===== config.mk =====
export PLATFORM = sky130hd
export DESIGN_NAME = soft_knee_noise_gate_expander
export DESIGN_NICKNAME = d
export VERILOG_FILES = /design/src/rtl/skng_pkg.sv /design/src/rtl/skng_datapath.sv /design/src/rtl/skng_ctrl.sv /design/src/rtl/soft_knee_noise_gate_expander.sv
export SDC_FILE = /design/constraint.sdc
export NUM_CORES = 2
export LEC_CHECK = 0
export ABC_AREA = 1
export CELL_PAD_IN_SITES_DETAIL_PLACEMENT = 1
export CELL_PAD_IN_SITES_GLOBAL_PLACEMENT = 1
export CORE_MARGIN = 4
export CORE_UTILIZATION = 50
export DETAILED_ROUTE_END_ITERATION = 6
export DONT_BUFFER_PORTS = 1
export PLACE_DENSITY_LB_ADDON = 0.1
export REMOVE_ABC_BUFFERS = 1
export SYNTH_ARGS = -nofsm -noshare
export SYNTH_HDL_FRONTEND = slang
export SYNTH_HIERARCHICAL = 1
export SYNTH_SLANG_ARGS = --single-unit

===== constraint.sdc =====
create_clock -name clk -period 14.5 [get_ports clk]
set_input_delay 0.725 -clock clk [delete_from_list [all_inputs] [get_ports clk]]
set_output_delay 0.725 -clock clk [all_outputs]
set_load 0.005 [all_outputs]

===== src/rtl/skng_pkg.sv =====
// Package: shared types and constants for the soft-knee noise gate expander.
package skng_pkg;

  localparam int DB_W    = 15;
  localparam int RATIO_W = 15;
  localparam int GAIN_W  = 16;
  localparam int WIDE_W  = 48;

  // controller to datapath commands
  typedef struct packed {
    logic load;      // latch input beat
    logic mul_en;    // run one multiplier step
    logic [2:0] sel; // which product
    logic crv;       // register both curve values
    logic upd;       // final update of state and result
  } skng_cmd_t;

  localparam logic [2:0] SEL_U_LIN  = 3'd0;
  localparam logic [2:0] SEL_U_KA   = 3'd1;
  localparam logic [2:0] SEL_U_KB   = 3'd2;
  localparam logic [2:0] SEL_L_LIN  = 3'd3;
  localparam logic [2:0] SEL_L_KA   = 3'd4;
  localparam logic [2:0] SEL_L_KB   = 3'd5;
  localparam logic [2:0] SEL_U_KC   = 3'd6;
  localparam logic [2:0] SEL_L_KC   = 3'd7;

endpackage


===== src/rtl/skng_datapath.sv =====
// Datapath: curve evaluation with one shared multiplier, clamp and gain.
module skng_datapath #(
  parameter int DB_FRAC_BITS = 6
) (
  input  logic                                clk,
  input  skng_pkg::skng_cmd_t                 cmd,
  input  logic                                rst,
  input  logic signed [skng_pkg::DB_W-1:0]    level_in,
  input  logic signed [skng_pkg::DB_W-1:0]    threshold_level,
  input  logic        [skng_pkg::RATIO_W-1:0] upper_ratio,
  input  logic        [skng_pkg::RATIO_W-1:0] lower_ratio,
  input  logic signed [skng_pkg::DB_W-1:0]    reduction_floor,
  output logic signed [skng_pkg::GAIN_W-1:0]  gain
);
  localparam int W = skng_pkg::WIDE_W;
  localparam int KNEE = 4 <<< DB_FRAC_BITS;
  localparam int KSH  = 12 + DB_FRAC_BITS;
  localparam int K2SH = 3 + DB_FRAC_BITS; // twice the knee is a power of two
  localparam int MA_W = 20 + DB_FRAC_BITS;
  localparam int MB_W = 16;
  localparam logic signed [W-1:0] KNEE_W = W'(KNEE);
  localparam logic signed [W-1:0] K2_W   = W'(2 * KNEE);
  localparam logic signed [W-1:0] POS_SAT = W'(32767);
  localparam logic signed [W-1:0] NEG_SAT = W'(-32768);
  localparam int RST_RAW = -(150 <<< DB_FRAC_BITS);
  localparam logic signed [15:0] OUT_RST =
    (RST_RAW < -32768) ? 16'sh8000 : 16'(RST_RAW);

  logic signed [W-1:0] x, t;
  logic signed [W-1:0] u_lin, u_ka, u_kb, l_lin, l_ka, l_kb;
  logic signed [15:0] output_level, previous_level;

  // operand selection for the shared multiplier; knee terms take two passes
  logic signed [W-1:0] tl, eu, el;
  logic signed [MA_W-1:0] ma;
  logic signed [MB_W-1:0] mb;
  logic signed [MA_W+MB_W-1:0] prod;
  always_comb begin
    tl = t + KNEE_W;
    eu = x - t + KNEE_W;
    el = x - tl + KNEE_W;
    case (cmd.sel)
      skng_pkg::SEL_U_LIN: begin
        ma = MA_W'(x - t);               mb = MB_W'(upper_ratio);
      end
      skng_pkg::SEL_U_KA: begin
        ma = MA_W'(eu - K2_W);           mb = MB_W'(upper_ratio);
      end
      skng_pkg::SEL_U_KB: begin
        ma = MA_W'(K2_W - eu);           mb = MB_W'(upper_ratio);
      end
      skng_pkg::SEL_U_KC: begin
        ma = MA_W'((eu <<< 8) + u_kb);   mb = MB_W'(eu);
      end
      skng_pkg::SEL_L_LIN: begin
        ma = MA_W'(x - tl);              mb = MB_W'(lower_ratio);
      end
      skng_pkg::SEL_L_KA: begin
        ma = MA_W'(el - K2_W);           mb = MB_W'(lower_ratio);
      end
      skng_pkg::SEL_L_KB: begin
        ma = MA_W'(K2_W - el);           mb = MB_W'(lower_ratio);
      end
      skng_pkg::SEL_L_KC: begin
        ma = MA_W'((el <<< 8) + l_kb);   mb = MB_W'(el);
      end
      default: begin ma = '0; mb = '0; end
    endcase
    prod = ma * mb;
  end

  function automatic logic signed [W-1:0] rshift(input logic signed [W-1:0] n,
                                                 input int s);
    logic signed [W-1:0] v;
    v = n + (W'(1) <<< (s - 1));
    return v >>> s;
  endfunction

  logic signed [W-1:0] upper_next, lower_next, upper, lower;
  always_comb begin
    if (x <= t - KNEE_W) upper_next = t + rshift(u_lin, 8);
    else if (x >= t + KNEE_W) upper_next = x;
    else upper_next = t + rshift((u_ka <<< K2SH) + u_kb, KSH);
    if (x <= tl - KNEE_W) lower_next = tl + rshift(l_lin, 8);
    else if (x >= tl + KNEE_W) lower_next = x;
    else lower_next = tl + rshift((l_ka <<< K2SH) + l_kb, KSH);
  end

  always_ff @(posedge clk) begin
    if (cmd.load) begin
      x <= W'(level_in);
      t <= W'(threshold_level);
    end
    if (cmd.mul_en) begin
      case (cmd.sel)
        skng_pkg::SEL_U_LIN: u_lin <= W'(prod);
        skng_pkg::SEL_U_KA:  u_ka  <= W'(prod);
        skng_pkg::SEL_U_KB,
        skng_pkg::SEL_U_KC:  u_kb  <= W'(prod);
        skng_pkg::SEL_L_LIN: l_lin <= W'(prod);
        skng_pkg::SEL_L_KA:  l_ka  <= W'(prod);
        skng_pkg::SEL_L_KB,
        skng_pkg::SEL_L_KC:  l_kb  <= W'(prod);
        default: ;
      endcase
    end
    if (cmd.crv) begin
      upper <= upper_next;
      lower <= lower_next;
    end
  end

  logic signed [W-1:0] desired, outw, g;
  always_comb begin
    desired = W'(output_level) + x - W'(previous_level);
    if (desired < lower) desired = lower;
    else if (desired > upper) desired = upper;
    if (desired > POS_SAT) outw = POS_SAT;
    else if (desired < NEG_SAT) outw = NEG_SAT;
    else outw = desired;
    g = outw - x;
    if (g < W'(reduction_floor)) g = W'(reduction_floor);
    if (g > POS_SAT) g = POS_SAT;
    else if (g < NEG_SAT) g = NEG_SAT;
  end

  always_ff @(posedge clk) begin
    if (rst) begin
      output_level   <= OUT_RST;
      previous_level <= '0;
    end else if (cmd.upd) begin
      output_level   <= outw[15:0];
      previous_level <= x[15:0];
      gain           <= g[15:0];
    end
  end
endmodule


===== src/rtl/skng_ctrl.sv =====
// Controller: sequences load, multiplier steps, update and output beat.
module skng_ctrl (
  input  logic                clk,
  input  logic                rst,
  input  logic                valid,
  output logic                ready,
  output logic                gain_valid,
  input  logic                gain_ready,
  output skng_pkg::skng_cmd_t cmd
);
  typedef enum logic [4:0] {
    S_IDLE = 5'b00001, S_MUL = 5'b00010, S_CRV = 5'b00100, S_UPD = 5'b01000,
    S_OUT  = 5'b10000
  } state_t;

  state_t state, state_next;
  logic [2:0] step;

  assign ready = (state == S_IDLE);
  assign gain_valid = (state == S_OUT);

  always_comb begin
    cmd = '0;
    cmd.load = (state == S_IDLE) && valid;
    cmd.mul_en = (state == S_MUL);
    cmd.sel = step;
    cmd.crv = (state == S_CRV);
    cmd.upd = (state == S_UPD);
    state_next = state;
    case (state)
      S_IDLE: if (valid) state_next = S_MUL;
      S_MUL:  if (step == skng_pkg::SEL_L_KC) state_next = S_CRV;
      S_CRV:  state_next = S_UPD;
      S_UPD:  state_next = S_OUT;
      S_OUT:  if (gain_ready) state_next = S_IDLE;
      default: state_next = S_IDLE;
    endcase
  end

  always_ff @(posedge clk) begin
    if (rst) begin
      state <= S_IDLE;
      step <= '0;
    end else begin
      state <= state_next;
      if (state == S_MUL) step <= step + 3'd1;
      else step <= '0;
    end
  end

`ifndef ASSERT_OFF
  a_onehot: assert property (@(posedge clk) disable iff (rst) $onehot(state))
    else $error("state not one-hot");
  a_upd_then_out: assert property (@(posedge clk) disable iff (rst)
    state == S_UPD |=> state == S_OUT) else $error("update not followed by out");
  a_no_accept_busy: assert property (@(posedge clk) disable iff (rst)
    gain_valid |-> !ready) else $error("accept while result pending");
`endif
endmodule


===== src/rtl/soft_knee_noise_gate_expander.sv =====
// Top level: soft-knee noise gate gain computer with APB register port.
// One level beat in dB (Q9.6) gives one gain beat. From accept to gain_valid
// the accept edge loads the level, the shared multiplier then forms the
// linear and two-pass knee products of both curves, both curves are
// registered, and one update follows. The next beat is taken the cycle after
// the gain beat is consumed, so no new beat is taken while one is in flight.
// Registers: 0x0 threshold_level, 0x4 upper_ratio, 0x8 lower_ratio,
// 0xC reduction_floor; write only while idle.
module soft_knee_noise_gate_expander #(
  parameter int DB_FRAC_BITS = 6
) (
  input  logic               clk,
  input  logic               rst,
  input  logic               valid,
  output logic               ready,
  input  logic signed [14:0] level_in,
  output logic               gain_valid,
  input  logic               gain_ready,
  output logic signed [15:0] gain_out,
  input  logic               psel,
  input  logic               penable,
  input  logic               pwrite,
  input  logic [3:0]         paddr,
  input  logic [31:0]        pwdata,
  output logic [31:0]        prdata,
  output logic               pready
);
  logic signed [14:0] threshold_level, reduction_floor;
  logic [14:0] upper_ratio, lower_ratio;
  skng_pkg::skng_cmd_t cmd;

  assign pready = 1'b1;

  always_ff @(posedge clk) begin
    if (rst) begin
      threshold_level <= -15'sd3840;
      upper_ratio     <= 15'd512;
      lower_ratio     <= 15'd1024;
      reduction_floor <= -15'sd6400;
    end else if (psel && penable && pwrite) begin
      case (paddr)
        4'h0: threshold_level <= pwdata[14:0];
        4'h4: upper_ratio     <= pwdata[14:0];
        4'h8: lower_ratio     <= pwdata[14:0];
        4'hC: reduction_floor <= pwdata[14:0];
        default: ;
      endcase
    end
  end

  always_comb begin
    case (paddr)
      4'h0: prdata = {17'd0, threshold_level};
      4'h4: prdata = {17'd0, upper_ratio};
      4'h8: prdata = {17'd0, lower_ratio};
      4'hC: prdata = {17'd0, reduction_floor};
      default: prdata = '0;
    endcase
  end

  skng_ctrl u_ctrl (
    .clk, .rst, .valid, .ready, .gain_valid, .gain_ready, .cmd
  );

  skng_datapath #(.DB_FRAC_BITS(DB_FRAC_BITS)) u_dp (
    .clk, .cmd, .rst, .level_in, .threshold_level, .upper_ratio,
    .lower_ratio, .reduction_floor, .gain(gain_out)
  );
endmodule

==> flow_metrics.tcl <==
set metrics [dict create \
    critPathRequiredTime_ns 14.82 \
    numCtsBuffers 50 \
    clk_latency_ns 0.65 \
    final_cell_mix "nand2_1 (1459), inv_1 (1182), nor2_1 (685)" \
    crit_family "adder cells" \
    io_pins 109 \
    synth_edf_count 350 \
    netlist_instances 7458 \
    rsz0062_at_grt "false" \
    syn_area_um2 57320 \
    antenna_found_initial 11 \
    final_area_um2 60740 \
    postRouteAntennaNets 0 \
    cap_violations 0 \
    dpl.hpwl_mm 170.8 \
    initial_core_util_pct 50.67 \
    p_total_mw 5.518 \
    drc 0 \
    final_core_util_pct 53.70 \
    cp-end-kind "flip-flop" \
    synth_flop_cell "edfxtp_1" \
    vias 52490 \
    skew_ns 0.03147 \
    clk_pin_slew_worst_paths_ns 0.06 \
    die_x_um 346.6 \
    critical_path_class "flip-flop to flip-flop" \
    post-route-min-period_ns 13.53 \
    status "finished clean" \
    synth_warnings 6 \
    cts_tree "built" \
    die_area_um2 120100 \
    htreeDepth 2 \
    grt_pass1_vias 55460 \
    fillCellCount 14230 \
    holdWs_ns 0.1573 \
    multiInputGateArea_um2 39680 \
    wire_per_inst_um 23.13 \
    postPlaceCellArea_um2 59030 \
    die_h_um 346.6 \
    worst_pin_slew_ns 1.333 \
    io_buffers 0 \
    p_per_area_nw_per_um2 90.85 \
    fmax_ghz 0.07391 \
    clockBufferDepth 3 \
    avgSynthCellArea_um2 7.685 \
    routabilityCongestion 0.9710 \
    max_stage_delay_ns 1.01 \
    irDropWorstVdd_v 0.00009354 \
    layout_commonest_cell "nand2_1" \
    cp_data_arrival_time_ns 13.85 \
    layout-drive-gt1-share_pct 4.101 \
    seq_area_frac_synth_pct 21.79 \
    regArea_um2 12490 \
    drtPass1Iterations 6 \
    coreArea_um2 113100 \
    final_max_slew_viol_count 0 \
    synth-seq-cells 449 \
    critPathMaxFanout 15 \
    relSlewSlack_pct 10.52 \
    cts_root_buf "clkbuf_16" \
    fin_setup_tns_ns 0 \
    path_buf_inv 8 \
    drt_iter0_drc 3702 \
    met1_length_mm 85.05 \
    wirelength_mm 207.5 \
    routed_via_density 5.852 \
    cp_slowest_cell "fa_1" \
    wl_met3_mm 10.44 \
    maxUsedRoutingLayer "met5" \
    cts_sinks 449 \
    period_share_pct 93.31 \
    grt_max_degree 80 \
    grt_pass1_wl_mm 319.0 \
    area_growth_pct 5.975 \
    yosys.cell_types.count 71 \
    cts_hold_buf 0 \
    synthArstFlopShare_pct 0 \
    worstHoldPathType "primary input to flip-flop" \
    grt_use_total_pct 33.91 \
    final_hold_viol_count 0 \
    met2_length_mm 100.2 \
    grt_overflow 0 \
    startpoint_type "flip-flop" \
    setup_violations 0 \
    row_count 123 \
    nets 8558 \
    p_leak_nw 28.37 \
]
[power by group]
| part | switching, mW | internal [mW] | total, mW | leakage, nW |
|---|---|---|---|---|
| registers | 0.0268 | 1.49 | 1.51 | 3.96 |
| logic | 1.91 | 0.792 | 2.70 | 23.6 |
| clock network | 0.572 | 0.733 | 1.30 | 0.802 |
[synthesized netlist by cell type (all sizes together) (9+ instances only)]
library cell,number,area (um2)
a31oi,48,300.3
xor2,214,1897
o31ai,12,90.09
buf,71,441.7
a22oi,13,102.6
or2,26,162.7
a211oi,21,157.7
nand3b,14,133.9
o21ai,349,1747
o21a,52,390.4
nand2,1493,5712
a221oi,10,87.58
dfxtp,99,1982
fa,427,8548
o21bai,29,217.7
o2111ai,16,140.1
o221ai,9,78.83
ha,650,8133
xnor2,108,945.9
a21oi,569,2870
nor2,719,2839
a21boi,14,105.1
edfxtp,350,10510
o211ai,49,372.9
clkbuf,93,350.3
inv,1209,4538
nor4,22,143.9
nor3,89,455.4
a21o,37,277.8
nand4,106,688.2
nand3,487,2522
o22ai,11,68.82
[metal layers]
metal,vias up,GRT usage (%)
met4,2,16.45
li1,24480,-
met3,490,3.632
met2,1543,58.87
met5,-,0
met1,25970,42.22
[kinds of logic (layout without fill, tap and decap cells)]
group                      Yosys count  in the layout  synth area share, %
and+or+nand+nor                   2970           2970                22.25
other                                2             27              0.01310
buffers and inverters             1380           1367                9.345
xor gates and xnor gates           322            322                4.960
adders and majority gates         1077           1077                29.10
AOI/OAI and AO/OA                 1258           1258                12.54
DFF                                449            449                21.79
[worst register-to-register path: cells and delay by family (launching register included)]
family	cells	cell delay [ns]
xor+xnor	2	0.81
compound gates	5	0.87
simple gates	22	4.75
fa+ha+maj	10	5.11
buf+inv	8	1.10
flops	1	0.59
[sequential cells by signal, summed over array words and instances, names as in the netlist, 16 cells and up]
name / flops
u_dp/l_kb: 42
u_dp/u_kb: 42
u_dp/l_ka: 39
u_dp/u_ka: 39
u_dp/lower: 36
u_dp/upper: 36
u_dp/l_lin: 35
u_dp/u_lin: 35
u_dp/gain: 16
u_dp/output_level: 16
[through the flow]
stage / cells / setup slack, ns
after global routing: 8967 / 0.08844
after detailed placement: 8867 / 1.061
after global placement: 8867 / 1.384
after floorplan: 7310 / 2.410
after CTS: 8957 / 0.9952
final: 8970 / 0.9702
[worst paths after layout]
path         cells after the start                start  slack [ns]         endpoint
min                              1                  rst        0.16  u_ctrl/state[1]
min reg2reg                      0  threshold_level[12]        0.47       u_dp/t[12]
max reg2reg                     47            u_dp/t[8]        0.97   u_dp/l_lin[37]
max                             47            u_dp/t[8]        0.97   u_dp/l_lin[37]
[final cells by class]
cell class,count,share of cell area [%]
flip-flops and latches,449,20.57
repair buffers,61,0.7539
diodes,9,0.03708
multi-input cells,5645,65.33
clock buffers,58,2.194
clock inverters,32,0.5129
inverters,1216,7.521
well taps,1500,3.090
[repair_timing]
item                                    CTS  global route
buffers inserted                          0             4
endpoints found under the setup margin    0            15
resized for setup                         0             2
Note: power is estimated with default switching activity, not from simulation.
